===== src/sv/fbd_pkg.sv =====
// ----------------------------------------------------------------------------
// fbd_pkg
// Shared types and codes for the framebuffer draw engine.
// ----------------------------------------------------------------------------
package fbd_pkg;

  typedef enum logic [1:0] {
    REQ_PIXEL = 2'd0,
    REQ_LINE  = 2'd1,
    REQ_FILL  = 2'd2,
    REQ_STEP  = 2'd3
  } req_t;

  typedef enum logic [1:0] {
    CFG_COLOR  = 2'd0,
    CFG_ORG_X  = 2'd1,
    CFG_ORG_Y  = 2'd2,
    CFG_FWIDTH = 2'd3
  } cfg_idx_t;

  typedef enum logic [1:0] {
    MODE_IDLE = 2'd0,
    MODE_LINE = 2'd1,
    MODE_FILL = 2'd2
  } mode_t;

  // controller -> datapath
  typedef struct packed {
    logic load;      // capture accepted item, set up run
    logic div_start; // start minor-coordinate division
    logic emit;      // compute pixel and load output register
    logic advance;   // move run position along with emit
  } fbd_cmd_t;

  // datapath -> controller
  typedef struct packed {
    logic produce;   // loaded item yields a pixel
    logic is_line;   // produced pixel needs the divider
    logic div_done;
  } fbd_stat_t;

endpackage


===== src/sv/fbd_div.sv =====
// ----------------------------------------------------------------------------
// fbd_div
// Restoring signed divider, one quotient bit per cycle, truncating to zero.
// ----------------------------------------------------------------------------
module fbd_div #(
  parameter int NUM_BITS = 30,
  parameter int DEN_BITS = 15
) (
  input  logic                       clk,
  input  logic                       rst,
  input  logic                       start,
  input  logic signed [NUM_BITS-1:0] num,
  input  logic        [DEN_BITS-1:0] den,
  output logic                       done,
  output logic signed [NUM_BITS-1:0] quot
);
  localparam int CW = $clog2(NUM_BITS + 1);

  logic [NUM_BITS-1:0] q_reg;
  logic [DEN_BITS:0]   rem;
  logic [DEN_BITS-1:0] den_reg;
  logic                neg;
  logic [CW-1:0]       cnt;
  logic                busy;
  logic [DEN_BITS:0]   rem_sh;

  assign rem_sh = {rem[DEN_BITS-1:0], q_reg[NUM_BITS-1]};

  always_ff @(posedge clk) begin
    if (rst) begin
      busy <= 1'b0;
      done <= 1'b0;
      cnt  <= '0;
    end else begin
      done <= 1'b0;
      if (start) begin
        busy    <= 1'b1;
        cnt     <= CW'(NUM_BITS);
        neg     <= num[NUM_BITS-1];
        q_reg   <= num[NUM_BITS-1] ? -num : num;
        rem     <= '0;
        den_reg <= den;
      end else if (busy) begin
        if (rem_sh >= {1'b0, den_reg}) begin
          rem   <= rem_sh - {1'b0, den_reg};
          q_reg <= {q_reg[NUM_BITS-2:0], 1'b1};
        end else begin
          rem   <= rem_sh;
          q_reg <= {q_reg[NUM_BITS-2:0], 1'b0};
        end
        cnt <= cnt - 1'b1;
        if (cnt == CW'(1)) begin
          busy <= 1'b0;
          done <= 1'b1;
        end
      end
    end
  end

  assign quot = neg ? -$signed(q_reg) : $signed(q_reg);
endmodule


===== src/sv/fbd_ctrl.sv =====
// ----------------------------------------------------------------------------
// fbd_ctrl
// Sequencer: accept item, wait on divider for line pixels, hand out result; items that yield nothing return to idle.
// ----------------------------------------------------------------------------
module fbd_ctrl (
  input  logic              clk,
  input  logic              rst,
  input  logic              in_valid,
  output logic              in_ready,
  output logic              out_valid,
  input  logic              out_ready,
  output fbd_pkg::fbd_cmd_t cmd,
  input  fbd_pkg::fbd_stat_t stat
);
  import fbd_pkg::*;

  typedef enum logic [1:0] {S_IDLE, S_CHECK, S_DIV, S_OUT} state_t;
  state_t state;

  assign in_ready = (state == S_IDLE);

  always_comb begin
    cmd = '0;
    cmd.load      = in_valid && in_ready;
    cmd.div_start = (state == S_CHECK) && stat.produce && stat.is_line;
    cmd.emit      = ((state == S_CHECK) && stat.produce && !stat.is_line) ||
                    ((state == S_DIV) && stat.div_done);
    cmd.advance   = cmd.emit;
  end

  always_ff @(posedge clk) begin
    if (rst) begin
      state     <= S_IDLE;
      out_valid <= 1'b0;
    end else begin
      unique case (state)
        S_IDLE: if (in_valid) state <= S_CHECK;
        S_CHECK: begin
          if (!stat.produce) state <= S_IDLE;
          else if (stat.is_line) state <= S_DIV;
          else begin
            state <= S_OUT;
            out_valid <= 1'b1;
          end
        end
        S_DIV: if (stat.div_done) begin
          state <= S_OUT;
          out_valid <= 1'b1;
        end
        S_OUT: if (out_ready) begin
          state <= S_IDLE;
          out_valid <= 1'b0;
        end
        default: state <= S_IDLE;
      endcase
    end
  end

  assert property (@(posedge clk) disable iff (rst) out_valid |-> state == S_OUT)
    else $error("result shown outside output state");
  assert property (@(posedge clk) disable iff (rst) (out_valid && !out_ready) |=> out_valid)
    else $error("result dropped");
  assert property (@(posedge clk) disable iff (rst) in_ready |-> !out_valid)
    else $error("accept while result pending");
endmodule


===== src/sv/fbd_dp.sv =====
// ----------------------------------------------------------------------------
// fbd_dp
// Datapath: run state, line/fill walk, divider and pixel index.
// ----------------------------------------------------------------------------
module fbd_dp #(
  parameter int COORD_BITS = 13,
  parameter int INDEX_BITS = 24
) (
  input  logic                         clk,
  input  logic                         rst,
  input  fbd_pkg::fbd_cmd_t            cmd,
  output fbd_pkg::fbd_stat_t           stat,
  input  logic [1:0]                   req_type,
  input  logic signed [COORD_BITS-1:0] x_start,
  input  logic signed [COORD_BITS-1:0] y_start,
  input  logic signed [COORD_BITS-1:0] x_end_or_width,
  input  logic signed [COORD_BITS-1:0] y_end_or_height,
  input  logic [31:0]                  pixel_color,
  input  logic signed [COORD_BITS-1:0] origin_x,
  input  logic signed [COORD_BITS-1:0] origin_y,
  input  logic [COORD_BITS-1:0]        frame_width,
  output logic [INDEX_BITS-1:0]        pixel_index,
  output logic [31:0]                  write_color,
  output logic                         last,
  output logic                         offscreen
);
  import fbd_pkg::*;

  localparam int W  = COORD_BITS + 1;        // positions and spans
  localparam int NB = 2 * COORD_BITS + 4;    // 2*d*t
  // unwrapped index, wide enough for the products and the range compare
  localparam int IB = (2 * COORD_BITS + 4 > INDEX_BITS + 1) ?
                      2 * COORD_BITS + 4 : INDEX_BITS + 2;

  mode_t mode;
  logic  major_is_x;
  logic  single;                 // pending pixel command / degenerate line
  logic  produce;
  logic signed [W-1:0] walk_pos, row_pos;
  logic signed [W-1:0] first_x, first_y, second_x, second_y;

  // Item decode
  logic signed [W-1:0] x1, y1, x2, y2, dx, dy;
  logic                mx, swp;
  always_comb begin
    x1 = W'(x_start);
    y1 = W'(y_start);
    x2 = W'(x_end_or_width);
    y2 = W'(y_end_or_height);
    dx = (x1 > x2) ? x1 - x2 : x2 - x1;
    dy = (y1 > y2) ? y1 - y2 : y2 - y1;
    mx = (dx >= dy);
    swp = mx ? (x1 > x2) : (y1 > y2);
  end

  // Line geometry
  logic signed [W-1:0] a_maj, a_min, b_maj, b_min, len, dmin;
  logic                is_last_line;
  always_comb begin
    a_maj = major_is_x ? first_x : first_y;
    a_min = major_is_x ? first_y : first_x;
    b_maj = major_is_x ? second_x : second_y;
    b_min = major_is_x ? second_y : second_x;
    len   = b_maj - a_maj;
    dmin  = b_min - a_min;
    is_last_line = (walk_pos >= len);
  end

  logic signed [NB-1:0] prod;
  always_ff @(posedge clk) prod <= NB'(dmin) * NB'(walk_pos) * NB'(2);

  logic signed [NB-1:0] quot;
  logic                 div_done;
  logic                 div_go;
  always_ff @(posedge clk) begin
    if (rst) div_go <= 1'b0;
    else div_go <= cmd.div_start;
  end

  fbd_div #(.NUM_BITS(NB), .DEN_BITS(W)) u_div (
    .clk(clk), .rst(rst), .start(div_go), .num(prod),
    .den(len), .done(div_done), .quot(quot)
  );

  // Pixel coordinate selection
  logic signed [NB-1:0] mn_w;
  logic signed [W-1:0]  px, py, mn;
  logic                 lst;
  logic                 row_end, fill_last;
  always_comb begin
    mn_w = (NB'(a_min) * NB'(2) + quot + NB'(1)) / NB'(2);
    mn   = W'(mn_w);
    row_end   = (walk_pos + W'(1) >= second_x);
    fill_last = row_end && (row_pos + W'(1) >= second_y);
    if (single) begin
      px = first_x; py = first_y; lst = 1'b1;
    end else if (mode == MODE_LINE) begin
      px  = major_is_x ? a_maj + walk_pos : mn;
      py  = major_is_x ? mn : a_maj + walk_pos;
      lst = is_last_line;
    end else begin
      px  = first_x + walk_pos;
      py  = first_y + row_pos;
      lst = fill_last;
    end
  end

  // Index: combinational multiply and add; the result is registered on emit
  logic signed [IB-1:0] sx, sy, rowterm, idx;
  always_comb begin
    sx = IB'(origin_x) + IB'(px);
    sy = IB'(origin_y) + IB'(py);
    rowterm = $signed({1'b0, frame_width}) * sy;
    idx = sx + rowterm;
  end

  assign stat.produce  = produce;
  assign stat.is_line  = (mode == MODE_LINE) && !single;
  assign stat.div_done = div_done;

  always_ff @(posedge clk) begin
    if (rst) begin
      mode <= MODE_IDLE;
      major_is_x <= 1'b0;
      single <= 1'b0;
      produce <= 1'b0;
      walk_pos <= '0; row_pos <= '0;
      first_x <= '0; first_y <= '0; second_x <= '0; second_y <= '0;
    end else begin
      if (cmd.load) begin
        single <= 1'b0;
        if (req_type == REQ_STEP) begin
          produce <= (mode == MODE_LINE) || (mode == MODE_FILL);
        end else begin
          walk_pos <= '0;
          row_pos  <= '0;
          mode     <= MODE_IDLE;
          produce  <= 1'b1;
          unique case (req_type)
            REQ_PIXEL: begin
              single <= 1'b1; first_x <= x1; first_y <= y1;
            end
            REQ_LINE: begin
              if (dx == '0 && dy == '0) begin
                single <= 1'b1; first_x <= x1; first_y <= y1;
              end else begin
                major_is_x <= mx;
                mode <= MODE_LINE;
                first_x  <= swp ? x2 : x1;
                first_y  <= swp ? y2 : y1;
                second_x <= swp ? x1 : x2;
                second_y <= swp ? y1 : y2;
              end
            end
            default: begin
              if (x2 <= 0 || y2 <= 0) produce <= 1'b0;
              else begin
                mode <= MODE_FILL;
                first_x <= x1; first_y <= y1;
                second_x <= x2; second_y <= y2;
              end
            end
          endcase
        end
      end
      if (cmd.advance && !single) begin
        if (mode == MODE_LINE) begin
          if (is_last_line) mode <= MODE_IDLE;
          else walk_pos <= walk_pos + W'(1);
        end else begin
          if (fill_last) mode <= MODE_IDLE;
          else if (row_end) begin
            walk_pos <= '0;
            row_pos  <= row_pos + W'(1);
          end else walk_pos <= walk_pos + W'(1);
        end
      end
    end
  end

  always_ff @(posedge clk) begin
    if (cmd.emit) begin
      pixel_index <= idx[INDEX_BITS-1:0];
      write_color <= pixel_color;
      last        <= lst;
      offscreen   <= (idx < 0) || (idx >= (IB'(1) <<< INDEX_BITS));
    end
  end

  assert property (@(posedge clk) disable iff (rst)
    cmd.emit |-> !(stat.is_line && !div_done))
    else $error("line pixel emitted before division finished");
  assert property (@(posedge clk) disable iff (rst)
    (cmd.advance && mode == MODE_LINE && !single && !is_last_line)
      |=> walk_pos == $past(walk_pos) + W'(1))
    else $error("line walk did not advance");
  assert property (@(posedge clk) disable iff (rst) mode != 2'd3)
    else $error("bad run mode");
endmodule


===== src/sv/framebuffer_draw_engine_unit.sv =====
// ----------------------------------------------------------------------------
// framebuffer_draw_engine_unit
// 2D pixel/line/fill draw engine emitting at most one framebuffer write per item.
// ----------------------------------------------------------------------------
// One item is handled at a time. A pixel, a fill pixel or a degenerate line
// passes through the check state and then shows its result; a line pixel
// also waits in the divide state for the bit-serial divider that computes
// the minor coordinate. The engine returns to idle and takes the next item
// once the result is taken. A step that yields nothing returns the engine
// to idle straight from the check state.
module framebuffer_draw_engine_unit #(
  parameter int COORD_BITS = 13,
  parameter int INDEX_BITS = 24
) (
  input  logic                         clk,
  input  logic                         rst,
  input  logic                         cfg_valid,
  output logic                         cfg_ready,
  input  logic [1:0]                   cfg_index,
  input  logic [31:0]                  cfg_data,
  input  logic                         in_valid,
  output logic                         in_ready,
  input  logic [1:0]                   req_type,
  input  logic signed [COORD_BITS-1:0] x_start,
  input  logic signed [COORD_BITS-1:0] y_start,
  input  logic signed [COORD_BITS-1:0] x_end_or_width,
  input  logic signed [COORD_BITS-1:0] y_end_or_height,
  output logic                         out_valid,
  input  logic                         out_ready,
  output logic [INDEX_BITS-1:0]        pixel_index,
  output logic [31:0]                  write_color,
  output logic                         last,
  output logic                         offscreen
);
  import fbd_pkg::*;

  logic [31:0]                  pixel_color;
  logic signed [COORD_BITS-1:0] origin_x, origin_y;
  logic [COORD_BITS-1:0]        frame_width;
  fbd_cmd_t  cmd;
  fbd_stat_t stat;

  assign cfg_ready = 1'b1;

  always_ff @(posedge clk) begin
    if (rst) begin
      pixel_color <= '0;
      origin_x    <= '0;
      origin_y    <= '0;
      frame_width <= COORD_BITS'(640);
    end else if (cfg_valid) begin
      unique case (cfg_index)
        CFG_COLOR:  pixel_color <= cfg_data;
        CFG_ORG_X:  origin_x    <= cfg_data[COORD_BITS-1:0];
        CFG_ORG_Y:  origin_y    <= cfg_data[COORD_BITS-1:0];
        CFG_FWIDTH: frame_width <= cfg_data[COORD_BITS-1:0];
        default: ;
      endcase
    end
  end

  fbd_ctrl u_ctrl (
    .clk(clk), .rst(rst), .in_valid(in_valid), .in_ready(in_ready),
    .out_valid(out_valid), .out_ready(out_ready), .cmd(cmd), .stat(stat)
  );

  fbd_dp #(.COORD_BITS(COORD_BITS), .INDEX_BITS(INDEX_BITS)) u_dp (
    .clk(clk), .rst(rst), .cmd(cmd), .stat(stat),
    .req_type(req_type), .x_start(x_start), .y_start(y_start),
    .x_end_or_width(x_end_or_width), .y_end_or_height(y_end_or_height),
    .pixel_color(pixel_color), .origin_x(origin_x), .origin_y(origin_y),
    .frame_width(frame_width), .pixel_index(pixel_index),
    .write_color(write_color), .last(last), .offscreen(offscreen)
  );
endmodule

===== config.mk =====
export PLATFORM = sky130hd
export DESIGN_NAME = framebuffer_draw_engine_unit
export DESIGN_NICKNAME = d
export VERILOG_FILES = /design/src/sv/fbd_pkg.sv /design/src/sv/fbd_div.sv /design/src/sv/fbd_ctrl.sv /design/src/sv/fbd_dp.sv /design/src/sv/framebuffer_draw_engine_unit.sv
export SDC_FILE = /design/constraint.sdc
export NUM_CORES = 2
export LEC_CHECK = 0
export BUFFER_PORTS_ARGS = -buffer_cell sky130_fd_sc_hd__clkbuf_2
export CAP_MARGIN = 20
export CORE_MARGIN = 1.5
export CORE_UTILIZATION = 50
export CTS_CLUSTER_SIZE = 40
export DETAILED_ROUTE_END_ITERATION = 8
export PLACE_DENSITY = 0.69
export SLEW_MARGIN = 20
export SYNTH_ARGS = -nofsm -noshare
export SYNTH_HDL_FRONTEND = slang
export SYNTH_SLANG_ARGS = --single-unit

===== constraint.sdc =====
create_clock -name clk -period 11.7 [get_ports clk]
set_input_delay 1.755 -clock clk [delete_from_list [all_inputs] [get_ports clk]]
set_output_delay 1.755 -clock clk [all_outputs]
set_load 0.03 [all_outputs]

==> impl_metrics.ini <==
[power_and_ir_drop]
cellPowerDensity_mw_per_mm2 = 110
vdd_drop_max_mv = 0.106
p_leak_nw = 21.3

[placement]
place_congestion = 0.967
pre_cts_slack_ps = -916
io_buffers = 152
dpl-instance-area_mm2 = 0.0434
place_inst = 5834
post-dp-hpwl_mm = 89.8

[layout]
final.fill_count = 7013
area_delta_synth_final_pct = 14.5
mostFrequentLayoutCells = inv_1 (644), nand2_1 (507), fa_1 (430)
drive_above_1_share_pct = 15.2
fin_cells = 5939
postLayoutCellArea_mm2 = 0.0457
n_antenna_cell = 0
nNetsFinal = 5776
final_common_cell = inv_1
fin_util_pct = 57.9
seq_area_mm2 = 0.00742
multi_input_area_mm2 = 0.0300

[clock_tree]
insertion_delay_ps = 610
numCtsBuffers = 39
holdBufCountCts = 0
cts-root-buf = clkbuf_16
cts.sinks = 312
cts_tree = done
h-tree-depth = 2
clk_pin_slew_worst_paths_ps = 60
cts_buffer_depth = 3

[die]
die_area_mm2 = 0.0815
fp-row-count = 103
fp.coreArea_mm2 = 0.0790
die_w_um = 286
ios = 154
start_util_pct = 50.5
die-height_um = 286

[global_route]
antenna_found_initial = 0
grt_max_degree = 114
grt.total_usage_pct = 27.8
grt_pass1_vias = 33300
grt_pass1_wl_mm = 180
grt_overflow_total = 0

[status]
status = finished with violations
violations = setup timing

[timing]
fin_skew_ps = 54.6
fin_setup_tns_ps = -1770
fin_crit_ps = 12250
period_share_pct = 105
setup_slack_ps = -549
max_slew.worst_pin.slew_ps = 1110
max_freq_mhz = 81.6
rsz0062_at_grt = yes
relSlewSlack_pct = 25.9
finalSetupViolations = 6
drv_slew = 0
hold_viol = 0

[routing]
vias_per_cell = 5.54
vias = 32900
antenna_left = 0
drt-pass1-iter-count = 5
drc_errors = 0
drtIter0Drc = 2497
wirelength_mm = 112
wl_per_cell_um = 18.9

[logic_synthesis]
syn-mean-instance-area_um2 = 8.76
ys.warnings.count = 0
synth_edf_count = 117
syn_inst = 4556
syn_area_mm2 = 0.0399
ys_ff_latch = 312
synthFlopType = dfxtp_1
syn_nets = 5473
async_reset_ff_share_pct = 0
yosysSeqAreaShare_pct = 18.6
ys_types = 89

[worst_setup_path]
crit_arrival_ps = 12590
critical_path_class = reg2reg
end_kind = flop
crit_start = u_dp.u_div.q_reg[2]
critPathLaunchType = flop
path_max_fanout = 7
rr_startpoint = u_dp.u_div.q_reg[2]
crit_slowest_cell = fa_1
crit_path_max_incr_delay_ps = 590
cp.required_ps = 12040

[run]
cap_violations = 0

[hold_path]
hp-start = pixel_color[15]
hold_class = reg2reg
-- metrics by stage --
| step | power (mW) | hold WS, ps |
|---|---|---|
| 6_report | 5.01 | 428 |
| 2_1_floorplan | 2.73 | 406 |
| 3_3_place_gp | 3.49 | 412 |
| 4_1_cts | 4.96 | 424 |
| 5_1_grt | 5.35 | 433 |
| 3_5_place_dp | 3.52 | 413 |
-- synthesized netlist by cell type (60+ instances only) --
cell type	n	area, um^2
nand3_1	61	305
nand2b_1	60	375
xnor2_1	177	1550
o21ai_0	178	891
fa_1	438	8770
edfxtp_1	117	3510
nor2_1	223	837
a21o_1	71	533
nor2b_1	71	444
xor2_1	92	806
clkbuf_1	150	563
nor3_1	89	445
and2_1	175	1090
mux2i_1	99	991
a21oi_1	264	1320
dfxtp_1	195	3900
inv_1	657	2470
nand2_1	513	1930
ha_1	386	4830
-- where the power goes --
| part | total [mW] | internal [mW] | switching [mW] |
|---|---|---|---|
| combinational | 2.46 | 1.05 | 1.41 |
| clock | 1.33 | 0.796 | 0.534 |
| sequential | 1.22 | 1.19 | 0.0327 |
-- final cells by class --
cell class | count | share of cell area [%]
multi-input cells | 3395 | 65.6
flip-flops and latches | 312 | 16.2
repair buffers | 453 | 6.81
inverters | 658 | 5.40
well taps | 1050 | 2.87
clock buffers | 48 | 2.34
clock inverters | 23 | 0.734
-- layer usage --
layer | wire length, um | global-route usage (%)
met1 | 47400 | 36.1
met2 | 54200 | 47.8
met3 | 6330 | 2.88
met4 | 4440 | 10.6
met5 | 0 | 0
-- critical path, delay by kind of cell (launching register included) --
| family | cells | cell delay [ps] |
|---|---|---|
| AND/OR/NAND/NOR | 11 | 1940 |
| multiplexers | 1 | 160 |
| flip-flops | 1 | 390 |
| buffers and inverters | 6 | 570 |
| adder cells (fa/ha/maj) | 11 | 4250 |
| XOR/XNOR | 3 | 570 |
| AO/OA/AOI/OAI | 25 | 4130 |
-- worst paths after layout --
kind              cells past startpoint                    to  slack, ps
hold / removal                        0  u_dp.write_color[15]        430
setup / recovery                     57        u_dp.offscreen       -550
setup reg to reg                     57        u_dp.offscreen       -550
hold reg to reg                       0  u_dp.write_color[15]        430
-- repair_timing --
action,4_1_cts,5_1_grt
setup buffers,20,15
setup endpoints to repair,11,15
pin swaps,95,71
resized for setup,85,53
-- cell families after synthesis --
logic type	share of synthesized area (%)
other	0.00939
AOI/OAI and AO/OA	12.8
adders and majority gates	34.1
and+or+nand+nor	16.2
xor gates and xnor gates	5.90
muxes	4.19
DFF	18.6
buffers and inverters	8.17
No activity file was read; power rests on OpenSTA's default activity.
